--- src/rtl/ncs_pkg.sv ---
// Shared types, codes and helpers for the natural cubic spline fit and evaluate block.
`timescale 1ns / 1ps
package ncs_pkg;

    localparam int DEF_MAX_POINTS = 256;
    localparam int DEF_FRAC_BITS  = 16;

    localparam int Q_W         = 32;
    localparam int SEG_W       = 8;
    localparam int SPACING_W   = 31;
    localparam int CFG_IDX_W   = 8;
    localparam int IN_TDATA_W  = 72;
    localparam int OUT_TUSER_W = 2;
    localparam int DIV_NUM_W   = 37;
    localparam int DIV_DEN_W   = 35;

    localparam logic [SPACING_W-1:0] SPACING_RESET = 31'd65536;

    localparam logic OP_LOAD = 1'b0;
    localparam logic OP_EVAL = 1'b1;

    localparam logic [CFG_IDX_W-1:0] REG_X_ORIGIN = 8'd0;
    localparam logic [CFG_IDX_W-1:0] REG_SPACING  = 8'd1;

    localparam logic [OUT_TUSER_W-1:0] STAT_SAMPLE = 2'd0;
    localparam logic [OUT_TUSER_W-1:0] STAT_FIT    = 2'd1;
    localparam logic [OUT_TUSER_W-1:0] STAT_VALUE  = 2'd2;
    localparam logic [OUT_TUSER_W-1:0] STAT_ERR    = 2'd3;

    typedef struct packed {
        logic start;
        logic neg;
    } t_div_ctl;

    function automatic logic signed [Q_W-1:0] sat32(input logic signed [63:0] v);
        logic signed [Q_W-1:0] r;
        if (v > 64'sd2147483647) begin
            r = 32'sh7FFFFFFF;
        end else if (v < -64'sd2147483648) begin
            r = 32'sh80000000;
        end else begin
            r = v[Q_W-1:0];
        end
        return r;
    endfunction

endpackage

--- src/rtl/ncs_div.sv ---
// Radix-2 restoring divider with sign handling and saturation to 32 bits.
`timescale 1ns / 1ps
module ncs_div
    import ncs_pkg::*;
#(
    parameter int FRAC_BITS = DEF_FRAC_BITS
) (
    input  logic                        i_clk,
    input  logic                        i_rst_n,
    input  t_div_ctl                    i_ctl,
    input  logic [DIV_NUM_W+FRAC_BITS-1:0] i_dvd,
    input  logic [DIV_DEN_W-1:0]        i_dvs,
    output logic                        o_done,
    output logic signed [Q_W-1:0]       o_quo
);
    localparam int DVD_W = DIV_NUM_W + FRAC_BITS;
    localparam int CNT_W = $clog2(DVD_W + 1);

    logic                 r_busy;
    logic                 r_done;
    logic                 r_neg;
    logic [CNT_W-1:0]     r_cnt;
    logic [DVD_W-1:0]     r_quo;
    logic [DIV_DEN_W-1:0] r_rem;
    logic [DIV_DEN_W-1:0] r_dvs;
    logic [DIV_DEN_W:0]   rem_sh;
    logic                 q_bit;
    logic [DIV_DEN_W:0]   rem_sub;

    assign rem_sh  = {r_rem, r_quo[DVD_W-1]};
    assign q_bit   = rem_sh >= {1'b0, r_dvs};
    assign rem_sub = q_bit ? (rem_sh - {1'b0, r_dvs}) : rem_sh;

    always_ff @(posedge i_clk) begin
        if (!i_rst_n) begin
            r_busy <= 1'b0;
            r_done <= 1'b0;
        end else begin
            r_done <= 1'b0;
            if (i_ctl.start) begin
                r_busy <= 1'b1;
                r_cnt  <= CNT_W'(DVD_W);
                r_quo  <= i_dvd;
                r_rem  <= '0;
                r_dvs  <= i_dvs;
                r_neg  <= i_ctl.neg;
            end else if (r_busy) begin
                r_rem <= rem_sub[DIV_DEN_W-1:0];
                r_quo <= {r_quo[DVD_W-2:0], q_bit};
                r_cnt <= r_cnt - CNT_W'(1);
                if (r_cnt == CNT_W'(1)) begin
                    r_busy <= 1'b0;
                    r_done <= 1'b1;
                end
            end
        end
    end

    always_comb begin
        if (r_dvs == '0) begin
            o_quo = '0;
        end else if (r_neg) begin
            if (r_quo > DVD_W'(33'h80000000)) begin
                o_quo = 32'sh80000000;
            end else begin
                o_quo = signed'(32'(~r_quo[Q_W-1:0] + 32'd1));
            end
        end else if (r_quo > DVD_W'(32'h7FFFFFFF)) begin
            o_quo = 32'sh7FFFFFFF;
        end else begin
            o_quo = signed'(r_quo[Q_W-1:0]);
        end
    end

    assign o_done = r_done;

endmodule

--- config.mk ---
export PLATFORM = sky130hd
export DESIGN_NAME = ncs_div
export DESIGN_NICKNAME = d
export VERILOG_FILES = /design/src/rtl/ncs_pkg.sv /design/src/rtl/ncs_div.sv
export SDC_FILE = /design/constraint.sdc
export NUM_CORES = 1
export LEC_CHECK = 0
export BUFFER_PORTS_ARGS = -buffer_cell sky130_fd_sc_hd__buf_2
export CORE_ASPECT_RATIO = 1.25
export CORE_MARGIN = 2
export CORE_UTILIZATION = 35
export CTS_CLUSTER_SIZE = 16
export DETAILED_ROUTE_END_ITERATION = 10
export PLACE_DENSITY = 0.54
export RECOVER_POWER = 50
export SLEW_MARGIN = 30
export SYNTH_ARGS = -nofsm -noshare
export SYNTH_HDL_FRONTEND = slang
export SYNTH_SLANG_ARGS = --single-unit
--- constraint.sdc ---
create_clock -name i_clk -period 3.3 [get_ports i_clk]
set_input_delay 0.165 -clock i_clk [delete_from_list [all_inputs] [get_ports i_clk]]
set_output_delay 0.165 -clock i_clk [all_outputs]
set_load 0.01 [all_outputs]
After elaboration in Yosys (flattened, before gate mapping)
Index checks and enable logic that the tools add are counted.

Bitwise gates (word level): 3. Multiplexer cells: 13. Reductions and logical operators: 5. $lt $le $gt $ge: 3. Add/sub/neg operators: 3. Equality and inequality tests: 1.

Operator list (count): $mux 32 (4); $mux 53 (2); $mux 35 (2); $gt 53x31->1 const B (1); $gt 53x32->1 const B (1); $ge 36x35->1 (1); $logic_not 35->1 (1); $sub 35x35->35 (1); $add 32x1->32 const B (1); $not 32->32 (1); $eq 6x1->1 const B (1); $mux 6 (1); $sub 6x1->6 const B (1); $mux 1 (4); $reduce_and 2->1 (2); $reduce_or 3->1 (1); $not 1->1 (2); $reduce_bool 2->1 (1).

Bits of input ports: 92. Register bits: 132. Logic and storage cells: 35. Output and inout port bits: 33.

Depth between registers and ports, before layout
Depth in word-level cells: 5. Mapped depth: 13. Depth with buffers taken out: 12.

Worst setup path after synthesis
OpenSTA, ideal clock, no wires.

Path type: input-to-reg. From: input i_ctl[1] in the netlist's numbering. To: register r_cnt[0] (enable). Arrival time: 2882 ps. Setup slack: -43 ps. Data required time: 2839 ps. Path buffers: 2. Stages on the path: 3. Cell sequence: clkbuf_1 > clkbuf_1 > o21a_1.

Longest elaborated chain between the ends: 2.

RTL lines: start: declaration (RTL line ncs_div.sv:10) `input t_div_ctl i_ctl,`; $reduce_bool 2->1 (no line); $reduce_and 2->1 (no line); end signal: assignment (RTL line ncs_div.sv:42) `r_cnt <= CNT_W'(DVD_W);`; end signal: assignment (RTL line ncs_div.sv:50) `r_cnt <= r_cnt - CNT_W'(1);`; end: declaration (RTL line ncs_div.sv:22) `logic [CNT_W-1:0] r_cnt;`.

No other way between the ends. A chain may end at the register's enable or synchronous reset.

Worst setup path in the final report
From: register r_quo[0]. To: output o_quo[27].

Longest elaborated chain between the ends: 5. Elaborated cells between the ends (all ways): 8. Those cells by class: 1 x add/sub; 2 x order compare; 4 x mux; 1 x bitwise.

RTL lines: start: declaration (RTL line ncs_div.sv:23) `logic [DVD_W-1:0] r_quo;`; start signal: assignment (RTL line ncs_div.sv:43) `r_quo <= i_dvd;`; start signal: assignment (RTL line ncs_div.sv:49) `r_quo <= {r_quo[DVD_W-2:0], q_bit};`; $not 32->32 (RTL line ncs_div.sv:66) `o_quo = signed'(32'(~r_quo[Q_W-1:0] + 32'd1));`; $add 32x1->32 (RTL line ncs_div.sv:66); $mux 32 (RTL line ncs_div.sv:63) `if (r_quo > DVD_W'(33'h80000000)) begin`; $mux 32 (*) (RTL line ncs_div.sv:62) `end else if (r_neg) begin`; $mux 32 (*) (RTL line ncs_div.sv:60) `if (r_dvs == '0) begin`; end: declaration (RTL line ncs_div.sv:14) `output logic signed [Q_W-1:0] o_quo`.

Every way passes the cells marked *; elsewhere a longest branch is shown, timed or not.

==> flow_summary.json <==
{
  "report.final.slew_viol_count": 0,
  "syn-cell-area_mm2": 0.00850,
  "seq_area_mm2": 0.00394,
  "insertion_delay_ns": 0.42,
  "die_h_um": 178,
  "min_path_type": "input port to flip-flop",
  "cts_tree": "done",
  "drt_wl_total_mm": 23.6,
  "setup_violations": 30,
  "syn_avg_cell_area_um2": 10.2,
  "skew_ns": 0.00949,
  "grt_pass1_wl_mm": 37.6,
  "synth_cell_type_count": 60,
  "die_w_um": 143,
  "seq_area_frac_synth": 0.464,
  "syn-num-nets": 965,
  "root_buffer": "clkbuf_16",
  "layout_commonest_cell": "edfxtp_1",
  "drt.antenna.violating_nets": 0,
  "cts_max_path_buffers": 2,
  "ys.flop_type": "edfxtp_1",
  "ys.warnings.count": 0,
  "core_mm2": 0.0238,
  "synth_async_sr_flop_share": 0,
  "violations": "setup timing",
  "fp-row-count": 63,
  "finalHoldViolCount": 0,
  "drtIter0Drc": 378,
  "setup_tns_ns": -3.55,
  "ir_drop_v": 0.000365,
  "status": "finished with violations",
  "path_max_fanout": 5,
  "layout_setup_ws_ns": -0.248,
  "rsz0062_at_grt": "yes",
  "worstSetupStartpoint": "r_quo[0]",
  "portBuffers": 124,
  "power.density_mw_per_mm2": 487,
  "cts.sinks": 132,
  "p_leak_nw": 4.50,
  "place_congestion": 0.848,
  "clk_pin_slew_ns": 0.06,
  "start_util": 0.357,
  "synth_seq_cells": 132,
  "grt_usage": 0.187,
  "fin_crit_ns": 3.55,
  "post_drt_wl_per_cell_um": 17.2,
  "cts_max_level": 4,
  "antenna_found_initial": 3,
  "required_ns": 3.13,
  "numCtsBuffers": 17,
  "dpl_worst_slack_ns": -0.0745,
  "worstMarginPinSlew_ns": 0.699,
  "nFillCells": 2289,
  "criticalPathCategory": "flip-flop to primary output",
  "detailed_place_hpwl_mm": 16.3,
  "post-route-period-util": 1.08,
  "relSlewSlack": 0.530,
  "layout-drive-gt1-share": 0.318,
  "first_pass_iters": 5,
  "synthesis.instances": 833,
  "drc": 0,
  "max_freq_mhz": 282,
  "vias": 7174,
  "dieArea_mm2": 0.0256,
  "vias_per_cell": 5.23,
  "areaGrowthSynthToFinish_pct": 32.6,
  "final_util": 0.474,
  "min_from": "i_dvd[0]",
  "drv_cap": 0,
  "cp_data_arrival_time_ns": 3.38,
  "overflow": 0,
  "grt_max_degree": 52,
  "multiInputGateArea_mm2": 0.00453,
  "grt_pass1_vias": 7244,
  "fin_nets": 1164,
  "r2r-start": "r_quo[52]",
  "layout_common_cells": "edfxtp_1 (130), buf_2 (113), nor2_1 (83), nand2_1 (58), buf_4 (56)",
  "cp-end-kind": "primary output",
  "synth_enable_flop_cells": 130,
  "start_kind": "flip-flop",
  "io-pin-count": 125
}
[per-layer routing]
layer | share of wire | track usage
met1 | 0.44 | 0.234
met2 | 0.50 | 0.322
met3 | 0.040 | 0.0368
met4 | 0.020 | 0.0662
met5 | 0.00055 | 0
[cell usage after synthesis (all sizes together), types with 20 or more instances]
| master | number | area (um^2) |
|---|---|---|
| nand2 | 58 | 218 |
| edfxtp | 130 | 3900 |
| mux2i | 25 | 250 |
| mux2 | 52 | 586 |
| nor3 | 20 | 105 |
| ha | 39 | 488 |
| o21ai | 36 | 180 |
| xnor2 | 24 | 210 |
| a21oi | 54 | 270 |
| clkbuf | 37 | 139 |
| inv | 49 | 184 |
| nor2 | 93 | 349 |
[logic make-up (layout without fill, tap and decap cells)]
logic type	count (synthesis)	in the layout	synth area share
simple gates	262	262	0.153
compound gates	193	193	0.146
flops	132	132	0.464
mux	77	77	0.0983
xor+xnor	35	35	0.0360
buf+inv	94	306	0.0431
fa+ha+maj	40	40	0.0597
other cells	0	2	0
[registers in the layout, summed over array words and instances (netlist names)]
name / count
o_done: 1
r_dvs: 35
r_quo: 53
r_rem: 35
r_cnt: 6
r_neg: 1
r_busy: 1
[cell type report]
| cell class | instances | area share |
|---|---|---|
| diodes | 2 | 0.000444 |
| clock buffers | 17 | 0.0377 |
| clock inverters | 15 | 0.0151 |
| inverters | 49 | 0.0163 |
| multi-input cells | 607 | 0.402 |
| flip-flops and latches | 132 | 0.350 |
| well taps | 325 | 0.0361 |
| repair buffers | 225 | 0.143 |
[path summary, 6_finish.rpt]
check / end / slack (ns) / cells after the start
setup / recovery: o_quo[27] / -0.25 / 11
hold / removal: r_quo[0] / 0.02 / 3
setup reg to reg: r_rem[20] / 0.17 / 13
hold reg to reg: o_done / 0.46 / 2
[what timing repair did]
item                       4_1_cts  5_1_grt
setup endpoints to repair       43       68
buffers inserted                 9       10
hold endpoints to repair        37        0
gates cloned                     0        2
hold buffers                    37        0
resized for setup               20       59
pin swaps                       10       18
[worst max-delay path, cell delays in order (launching register included)]
cell and delay [ns]:
edfxtp_1 0.43, buf_4 0.18, or3_4 0.39, nor4b_4 0.29
nand3_2 0.14, or3_4 0.37, or4_4 0.49, nor4_4 0.17
a21oi_1 0.10, o22ai_1 0.19, nor2_1 0.07, buf_2 0.14
[stage by stage]
step | area (um^2) | hold slack, ns | power (mW) | instances
finish | 11300 | 0.0244 | 5.49 | 1372
global placement | 9730 | 0.343 | 3.44 | 1280
global route | 11300 | 0.0219 | 5.77 | 1372
floorplan | 8510 | 0.264 | 3.04 | 833
detailed placement | 9730 | 0.343 | 3.44 | 1280
CTS | 10900 | 0.0162 | 5.47 | 1358
[power by group]
part	switching (mW)	total, mW	internal [mW]
Clock	0.823	1.96	1.13
Combinational	0.744	1.40	0.656
Sequential	0.103	2.13	2.03
Note: power is estimated with default switching activity, not from simulation.
